<file path="src/pps_pkg.sv">
// Shared types, constants and helpers for the preemptive priority scheduler.
package pps_pkg;

    localparam int TIME_W = 16;
    localparam int SUM_W  = 20;
    localparam int PRIO_W = 8;
    localparam int PID_W  = 5;
    localparam int SUMX_W = SUM_W + 1;

    localparam logic [TIME_W-1:0] TIME_MAX = '1;
    localparam logic [SUM_W-1:0]  SUM_MAX  = '1;

    localparam logic KIND_LOAD = 1'b0;
    localparam logic KIND_TICK = 1'b1;

    typedef struct packed {
        logic              kind;
        logic [TIME_W-1:0] arrival_time;
        logic [TIME_W-1:0] burst_length;
        logic [PRIO_W-1:0] priority_level;
    } t_in_req;

    typedef struct packed {
        logic              ran;
        logic [PID_W-1:0]  process_id;
        logic              finished;
        logic [TIME_W-1:0] completion_time;
        logic [TIME_W-1:0] turnaround;
        logic [TIME_W-1:0] waiting;
        logic [TIME_W-1:0] response;
        logic [TIME_W-1:0] time_now;
        logic              all_done;
        logic [SUM_W-1:0]  total_turnaround;
        logic [SUM_W-1:0]  total_waiting;
        logic [SUM_W-1:0]  total_response;
    } t_out_req;

    typedef enum logic [2:0] {
        S_IDLE,
        S_SCAN,
        S_PICK,
        S_EXEC,
        S_TOTAL,
        S_POST
    } t_state;

    typedef struct packed {
        logic load;
        logic tick;
        logic scan;
        logic exec;
        logic total;
        logic post;
    } t_dp_cmd;

    typedef struct packed {
        logic empty;
        logic scan_last;
        logic out_free;
    } t_dp_status;

    // Saturating accumulate of a time value into a running total.
    function automatic logic [SUM_W-1:0] sat_add(input logic [SUM_W-1:0] a,
                                                 input logic [TIME_W-1:0] b);
        logic [SUMX_W-1:0] s;
        s = {1'b0, a} + SUMX_W'(b);
        return s[SUM_W] ? SUM_MAX : s[SUM_W-1:0];
    endfunction

endpackage

</file>
<file path="src/preemptive_priority_scheduler.sv">
// Top level of the preemptive priority scheduler: controller plus datapath.
//
// A load request appends a process (arrival, burst, priority) to a table of
// MAX_PROCESSES entries held in a memory with one write and one read port; ids
// follow load order from 1, a load into a full table is dropped, and a zero
// burst is stored as one. A load returns nothing. A tick request scans the
// loaded entries, one memory read per cycle, keeping the arrived, unfinished
// process with the highest priority (ties: earlier arrival, then lower id), runs
// it one unit, writes it back and returns one result request with its completion
// figures and the saturating totals. A tick steps through scan, pick, execute,
// totals and hand-off (an empty table skips scan and pick); the length of the
// scan is set by the one read port. The result sits in an output register; new
// requests are taken while it waits, and a later tick only stalls at its
// hand-off stage if the previous result has not been taken yet.
module preemptive_priority_scheduler #(
    parameter int MAX_PROCESSES = 16
) (
    input  logic              i_clk,
    input  logic              i_rst_n,
    input  logic              i_in_valid,
    output logic              o_in_ready,
    input  pps_pkg::t_in_req  i_in_data,
    output logic              o_out_valid,
    input  logic              i_out_ready,
    output pps_pkg::t_out_req o_out_data
);
    import pps_pkg::*;

    t_dp_cmd    cmd;
    t_dp_status status;

    // Sequencer: owns the request handshake and steps the datapath.
    pps_ctrl u_ctrl (
        .i_clk      (i_clk),
        .i_rst_n    (i_rst_n),
        .i_in_valid (i_in_valid),
        .i_kind     (i_in_data.kind),
        .i_status   (status),
        .o_in_ready (o_in_ready),
        .o_cmd      (cmd)
    );

    // Datapath: process table, winner search, clock, totals, result register.
    pps_dp #(
        .MAX_PROCESSES (MAX_PROCESSES)
    ) u_dp (
        .i_clk       (i_clk),
        .i_rst_n     (i_rst_n),
        .i_cmd       (cmd),
        .i_in_data   (i_in_data),
        .o_status    (status),
        .o_out_valid (o_out_valid),
        .i_out_ready (i_out_ready),
        .o_out_data  (o_out_data)
    );

    // A result only appears through the hand-off step.
    a_out_from_post: assert property (@(posedge i_clk) disable iff (!i_rst_n)
        $rose(o_out_valid) |-> $past(cmd.post))
        else $error("result appeared without hand-off");

    // An accepted tick blocks further requests until it completes.
    a_tick_blocks: assert property (@(posedge i_clk) disable iff (!i_rst_n)
        (i_in_valid && o_in_ready && i_in_data.kind == KIND_TICK) |=> !o_in_ready)
        else $error("request taken while a tick is in progress");

    // The hand-off step always leaves a valid result behind.
    a_post_valid: assert property (@(posedge i_clk) disable iff (!i_rst_n)
        cmd.post |=> o_out_valid)
        else $error("hand-off did not register a result");

endmodule

</file>
<file path="src/pps_ctrl.sv">
// Sequencer for the scheduler: load, scan, execute, totals and result hand-off.
module pps_ctrl (
    input  logic               i_clk,
    input  logic               i_rst_n,
    input  logic               i_in_valid,
    input  logic               i_kind,
    input  pps_pkg::t_dp_status i_status,
    output logic               o_in_ready,
    output pps_pkg::t_dp_cmd   o_cmd
);
    import pps_pkg::*;

    t_state r_state;
    t_state n_state;

    always_ff @(posedge i_clk) begin
        if (!i_rst_n) begin
            r_state <= S_IDLE;
        end else begin
            r_state <= n_state;
        end
    end

    always_comb begin
        n_state = r_state;
        case (r_state)
            S_IDLE: begin
                if (i_in_valid && i_kind == KIND_TICK) begin
                    n_state = i_status.empty ? S_EXEC : S_SCAN;
                end
            end
            S_SCAN: begin
                if (i_status.scan_last) begin
                    n_state = S_PICK;
                end
            end
            S_PICK:  n_state = S_EXEC;
            S_EXEC:  n_state = S_TOTAL;
            S_TOTAL: n_state = S_POST;
            S_POST: begin
                if (i_status.out_free) begin
                    n_state = S_IDLE;
                end
            end
            default: n_state = S_IDLE;
        endcase
    end

    always_comb begin
        o_in_ready = 1'b0;
        o_cmd      = '0;
        case (r_state)
            S_IDLE: begin
                o_in_ready = 1'b1;
                o_cmd.load = i_in_valid && i_kind == KIND_LOAD;
                o_cmd.tick = i_in_valid && i_kind == KIND_TICK;
            end
            S_SCAN:  o_cmd.scan  = 1'b1;
            S_PICK:  o_cmd       = '0;
            S_EXEC:  o_cmd.exec  = 1'b1;
            S_TOTAL: o_cmd.total = 1'b1;
            S_POST:  o_cmd.post  = i_status.out_free;
            default: o_cmd       = '0;
        endcase
    end

endmodule

</file>
<file path="src/pps_dp.sv">
// Scheduler datapath: process table memory, winner search, time and totals.
module pps_dp #(
    parameter int MAX_PROCESSES = 16
) (
    input  logic                i_clk,
    input  logic                i_rst_n,
    input  pps_pkg::t_dp_cmd    i_cmd,
    input  pps_pkg::t_in_req    i_in_data,
    output pps_pkg::t_dp_status o_status,
    output logic                o_out_valid,
    input  logic                i_out_ready,
    output pps_pkg::t_out_req   o_out_data
);
    import pps_pkg::*;

    localparam int IW = (MAX_PROCESSES > 1) ? $clog2(MAX_PROCESSES) : 1;
    localparam int CW = $clog2(MAX_PROCESSES + 1);
    localparam logic [CW-1:0] COUNT_MAX = CW'(MAX_PROCESSES);

    typedef struct packed {
        logic [TIME_W-1:0] arrival;
        logic [TIME_W-1:0] burst;
        logic [PRIO_W-1:0] prio;
        logic [TIME_W-1:0] remaining;
        logic [TIME_W-1:0] start;
        logic              done;
    } t_row;

    t_row mem [MAX_PROCESSES];

    logic [CW-1:0]     r_loaded;
    logic [CW-1:0]     r_fin_count;
    logic [TIME_W-1:0] r_time;
    logic [SUM_W-1:0]  r_sum_tat;
    logic [SUM_W-1:0]  r_sum_wt;
    logic [SUM_W-1:0]  r_sum_rt;

    logic [IW-1:0]     r_scan_idx;
    logic              r_rd_valid;
    logic [IW-1:0]     r_rd_idx;
    t_row              r_rd_row;
    logic              r_best_valid;
    logic [IW-1:0]     r_best_idx;
    t_row              r_best_row;

    logic              r_ran;
    logic              r_fin;
    logic [PID_W-1:0]  r_pid;
    logic [TIME_W-1:0] r_ct;
    logic [TIME_W-1:0] r_tat;
    logic [TIME_W-1:0] r_rt;
    logic [TIME_W-1:0] r_burst;
    logic [TIME_W-1:0] r_wt;

    logic              r_out_valid;
    t_out_req          r_out;

    logic              wr_en;
    logic [IW-1:0]     wr_addr;
    t_row              wr_row;
    t_row              load_row;
    t_row              exec_row;
    logic [TIME_W-1:0] load_burst;
    logic [TIME_W-1:0] n_time;
    logic [TIME_W-1:0] n_start;
    logic [TIME_W-1:0] n_remaining;
    logic              exec_fin;
    logic              elig;
    logic              better;
    logic [CW-1:0]     pid_full;
    logic [SUM_W-1:0]  n_sum_wt;
    logic              full;

    assign full = (r_loaded == COUNT_MAX);

    // Table write port: loads append, execute writes the winner back.
    always_comb begin
        load_burst         = (i_in_data.burst_length == '0) ? TIME_W'(1)
                                                            : i_in_data.burst_length;
        load_row.arrival   = i_in_data.arrival_time;
        load_row.burst     = load_burst;
        load_row.prio      = i_in_data.priority_level;
        load_row.remaining = load_burst;
        load_row.start     = '0;
        load_row.done      = 1'b0;

        n_start     = (r_best_row.remaining == r_best_row.burst) ? r_time : r_best_row.start;
        n_remaining = r_best_row.remaining - TIME_W'(1);
        exec_fin    = (n_remaining == '0);

        exec_row           = r_best_row;
        exec_row.start     = n_start;
        exec_row.remaining = n_remaining;
        exec_row.done      = exec_fin;

        wr_en   = 1'b0;
        wr_addr = r_best_idx;
        wr_row  = exec_row;
        if (i_cmd.load && !full) begin
            wr_en   = 1'b1;
            wr_addr = r_loaded[IW-1:0];
            wr_row  = load_row;
        end else if (i_cmd.exec && r_best_valid) begin
            wr_en = 1'b1;
        end
    end

    always_ff @(posedge i_clk) begin
        if (wr_en) begin
            mem[wr_addr] <= wr_row;
        end
        r_rd_row <= mem[r_scan_idx];
        r_rd_idx <= r_scan_idx;
    end

    // Winner search: higher priority, then earlier arrival; scan order breaks ties by id.
    assign elig   = r_rd_valid && !r_rd_row.done && (r_rd_row.arrival <= r_time);
    assign better = !r_best_valid
                 || (r_rd_row.prio > r_best_row.prio)
                 || (r_rd_row.prio == r_best_row.prio && r_rd_row.arrival < r_best_row.arrival);

    assign n_time   = (r_time != TIME_MAX) ? r_time + TIME_W'(1) : r_time;
    assign pid_full = CW'(r_best_idx) + CW'(1);
    assign n_sum_wt = sat_add(r_sum_wt, r_wt);

    always_ff @(posedge i_clk) begin
        if (!i_rst_n) begin
            r_loaded     <= '0;
            r_fin_count  <= '0;
            r_time       <= '0;
            r_sum_tat    <= '0;
            r_sum_wt     <= '0;
            r_sum_rt     <= '0;
            r_rd_valid   <= 1'b0;
            r_best_valid <= 1'b0;
            r_scan_idx   <= '0;
            r_out_valid  <= 1'b0;
        end else begin
            r_rd_valid <= i_cmd.scan;

            if (i_cmd.load && !full) begin
                r_loaded <= r_loaded + CW'(1);
            end

            if (i_cmd.tick) begin
                r_scan_idx   <= '0;
                r_best_valid <= 1'b0;
            end else if (i_cmd.scan) begin
                r_scan_idx <= r_scan_idx + IW'(1);
            end

            if (elig && better) begin
                r_best_valid <= 1'b1;
            end

            if (i_cmd.exec) begin
                r_time <= n_time;
                if (r_best_valid && exec_fin) begin
                    r_fin_count <= r_fin_count + CW'(1);
                end
            end

            if (i_cmd.total) begin
                r_sum_tat <= sat_add(r_sum_tat, r_tat);
                r_sum_rt  <= sat_add(r_sum_rt, r_rt);
            end

            if (i_cmd.post) begin
                r_sum_wt    <= n_sum_wt;
                r_out_valid <= 1'b1;
            end else if (i_out_ready) begin
                r_out_valid <= 1'b0;
            end
        end
    end

    // Payload registers.
    always_ff @(posedge i_clk) begin
        if (elig && better) begin
            r_best_idx <= r_rd_idx;
            r_best_row <= r_rd_row;
        end

        if (i_cmd.exec) begin
            r_burst <= r_best_row.burst;
            if (r_best_valid) begin
                r_ran <= 1'b1;
                r_pid <= PID_W'(pid_full);
                r_fin <= exec_fin;
            end else begin
                r_ran <= 1'b0;
                r_pid <= '0;
                r_fin <= 1'b0;
            end
            if (r_best_valid && exec_fin) begin
                r_ct  <= n_time;
                r_tat <= n_time - r_best_row.arrival;
                r_rt  <= n_start - r_best_row.arrival;
            end else begin
                r_ct  <= '0;
                r_tat <= '0;
                r_rt  <= '0;
            end
        end

        if (i_cmd.total) begin
            r_wt <= (r_fin && r_tat >= r_burst) ? r_tat - r_burst : '0;
        end

        if (i_cmd.post) begin
            r_out.ran              <= r_ran;
            r_out.process_id       <= r_pid;
            r_out.finished         <= r_fin;
            r_out.completion_time  <= r_ct;
            r_out.turnaround       <= r_tat;
            r_out.waiting          <= r_wt;
            r_out.response         <= r_rt;
            r_out.time_now         <= r_time;
            r_out.all_done         <= (r_fin_count == r_loaded);
            r_out.total_turnaround <= r_sum_tat;
            r_out.total_waiting    <= n_sum_wt;
            r_out.total_response   <= r_sum_rt;
        end
    end

    assign o_status.empty     = (r_loaded == '0);
    assign o_status.scan_last = ((CW'(r_scan_idx) + CW'(1)) == r_loaded);
    assign o_status.out_free  = !r_out_valid || i_out_ready;

    assign o_out_valid = r_out_valid;
    assign o_out_data  = r_out;

endmodule
</file>
<file path="config.mk">
export PLATFORM = sky130hd
export DESIGN_NAME = preemptive_priority_scheduler
export DESIGN_NICKNAME = d
export VERILOG_FILES = /design/src/pps_pkg.sv /design/src/preemptive_priority_scheduler.sv /design/src/pps_ctrl.sv /design/src/pps_dp.sv
export SDC_FILE = /design/constraint.sdc
export NUM_CORES = 2
export LEC_CHECK = 0
export BUFFER_PORTS_ARGS = -buffer_cell sky130_fd_sc_hd__buf_2
export CORE_MARGIN = 3
export CORE_UTILIZATION = 60
export DETAILED_ROUTE_END_ITERATION = 7
export PLACE_DENSITY = 0.77
export SYNTH_ARGS = -nofsm -noshare
export SYNTH_HDL_FRONTEND = slang
export SYNTH_SLANG_ARGS = --single-unit
</file>
<file path="constraint.sdc">
create_clock -name i_clk -period 21.1 [get_ports i_clk]
set_input_delay 4.22 -clock i_clk [delete_from_list [all_inputs] [get_ports i_clk]]
set_output_delay 4.22 -clock i_clk [all_outputs]
set_load 0.02 [all_outputs]
</file>
==> flow_summary.yaml <==
status:
  outcome: "complete, no violations"
synthesis:
  ys_seq_area_frac: 0.726
  yosysWarnings: 0
  yosysTopAreaCellShare: 0.674
  yosys-top-cells-area: "edfxtp_1, mux4_2, dfxtp_1"
  synth_nets: 3818
  ys.flop_type: "edfxtp_1"
  syn_avg_cell_area_um2: 18.2
  synth_cell_types: 72
  synth-edff-count: 1479
  yosys.area.top_type: "edfxtp_1"
  synthesis.area_um2: 65900
  synthArstFlopShare: 0
  ys_ff_latch: 1652
  syn_inst: 3626
  yosys-top-cells-count: "edfxtp_1, mux4_2, nand2_1"
  yosysMostFrequentCell: "edfxtp_1"
setup_path:
  worst-r2r-cell-count: 14
  critPathRequiredTime_ps: 21470
  arrival_ps: 8510
  worstSetupPathType: "in2reg"
  cp_max_fo: 76
  crit_chain: "buf_2 -> nand2_1 -> nor2_1 -> and2_4 -> a31oi_1 -> nor2_4 -> buf_4"
  end_kind: "flip-flop"
  slowest_stage: "nor2_4"
  cpPeakStageDelay_ps: 1100
  critPathLaunchType: "primary input"
finish:
  num-fill-cells: 6660
  final_layout_size_suffix_gt1_frac: 0.221
  area_delta_synth_final_pct: 12.0
  finalInstanceArea_um2: 73800
  fin_nets: 4084
  stdcell_count: 5435
  multi_input_area_um2: 17300
  regArea_um2: 47900
sta:
  worst_slack_ps: 12970
  drv_slew: 0
  tightest_slew_ps: 1270
  finalHoldViolations: 0
  setup_viol: 0
  fin_crit_sh: 0.385
  tns_ps: 0
  rsz0062_at_grt: "no"
  timing.final.crit_period_ps: 8130
  maxSlewHeadroom: 0.146
  fmax_ghz: 0.123
  skew_ps: 31.3
clock_network:
  numCtsBuffers: 159
  cts_resized: 0
  cts.sinks: 1652
  cts-root-buf: "clkbuf_16"
  hold_buffers: 0
  cts_htree_levels: 4
  tritoncts: "built"
  path_clk_slew_ps: 60
  cts_buffer_depth: 3
  cts_setup_buffers: 0
  clock_latency_ps: 770
grt:
  grt_overflow: 0
  antenna_found_initial: 14
  grt_max_degree: 109
  grt_pass1_wl_um: 231000
  grt_use_total: 0.279
  grt_pass1_vias: 35100
floorplan:
  die-area_um2: 114000
  die_x_um: 337
  rows: 120
  initial_core_util: 0.610
  die_h_um: 337
  io_pins: 195
  coreArea_um2: 108000
drt:
  wirelength_um: 155000
  wl_met2_um: 74900
  vias: 35300
  first_pass_iters: 8
  vias_per_cell: 6.49
  topRoutingLayerUsed: "met5"
  post_drt_wl_per_cell_um: 28.6
  drtAntennaViolNets: 0
  drc: 0
  drtIter0Drc: 4385
  wl_met1_um: 59600
  dr_wl_met3_um: 15700
run:
  max_cap_violations: 0
place:
  dp.cells: 5134
  detailedPlace.worstSlack_ps: 12340
  placed_area_um2: 68700
  gp_congestion: 0.892
  buffer_ports.inserted: 194
  dpl.hpwl_um: 88200
power:
  p_leak_nw: 24.3
  max-vdd-ir-drop_uv: 72.5
  p_per_area_nw_per_um2: 98.3
min_path:
  hold_depth: 0
  hold_class: "reg2reg"
per-layer routing:
metal  vias up  track usage
met5         -            0
met4        12       0.0943
met3       342       0.0593
met2      2042        0.446
met1     17900        0.388
li1      15000            -
area by class of cell:
cell class                      count  area share
Tap cell                         1403      0.0238
Inverter                           93     0.00481
Clock inverter                     72     0.00907
Multi-Input combinational cell   1730       0.234
Clock buffer                      225      0.0600
Timing Repair Buffer              256      0.0198
Antenna cell                        4    0.000136
Sequential cell                  1652       0.649
metrics by stage:
step,power [mW],hold slack [ps],utilization
final,7.26,403,0.683
after global routing,7.49,407,0.683
after CTS,7.30,403,0.683
after detailed placement,4.54,389,0.636
after global placement,4.52,387,0.636
after floorplan,4.34,329,-
report_power, final:
part | internal (mW) | switching [mW]
Combinational | 0.321 | 0.385
Clock | 1.57 | 1.20
Sequential | 3.71 | 0.0695
Total | 5.60 | 1.65
flip-flops by register name (all words and copies together) (netlist names), 20 cells and up:
| signal | cells |
|---|---|
| u_dp.exec_row | 40 |
| u_dp.r_sum_rt | 20 |
| u_dp.mem | 1168 |
| u_dp.r_best_row | 32 |
| u_dp.r_sum_tat | 20 |
| u_dp.r_sum_wt | 20 |
| u_dp.r_rd_row | 73 |
| u_dp.o_out_data | 148 |
worst paths after layout:
kind / start / to / slack, ps
min: u_dp.r_rd_row[18] / u_dp.r_best_row[18] / 400
max: i_in_valid / u_dp.mem[1][40] / 12970
max reg2reg: u_dp.exec_row[50] / u_dp.r_rt[15] / 15230
min reg2reg: u_dp.r_rd_row[18] / u_dp.r_best_row[18] / 400
placed cells by master, fill, tap and decap left out, types with 19 or more instances in the layout:
cell,Yosys,routed
nand3_1,40,40
and3_1,30,30
a21oi_1,116,116
nand4_1,21,21
xor2_1,66,66
a21o_1,28,28
edfxtp_1,1479,1479
and2_1,27,26
nand2_1,190,189
a31oi_1,19,19
inv_1,92,90
nor2_1,175,159
nand2b_1,20,20
buf_2,5,194
buf_4,0,60
ha_1,141,141
clkinv_2,0,22
dfxtp_1,173,169
o21a_1,21,21
nor2b_1,19,19
o21ai_0,148,131
clkinv_1,1,23
mux4_2,365,365
xnor2_1,73,73
nor3_1,45,45
clkbuf_1,117,48
clkbuf_16,0,161
critical path, delay by kind of cell:
family | cells | cell delay (ps)
and+or+nand+nor | 4 | 2670
buffers and inverters | 2 | 980
AOI/OAI and AO/OA | 1 | 570
kinds of logic (layout without fill, tap and decap cells):
| kind of cell | count (synthesis) | count (layout) | synth area share |
|---|---|---|---|
| compound gates | 439 | 439 | 0.0411 |
| xor+xnor | 139 | 139 | 0.0185 |
| fa+ha+maj | 147 | 147 | 0.0286 |
| buf+inv | 244 | 646 | 0.0141 |
| flops | 1652 | 1652 | 0.726 |
| mux | 371 | 371 | 0.126 |
| other cells | 0 | 4 | 0 |
| simple gates | 634 | 634 | 0.0460 |
Power figures use the tool's default switching activity.
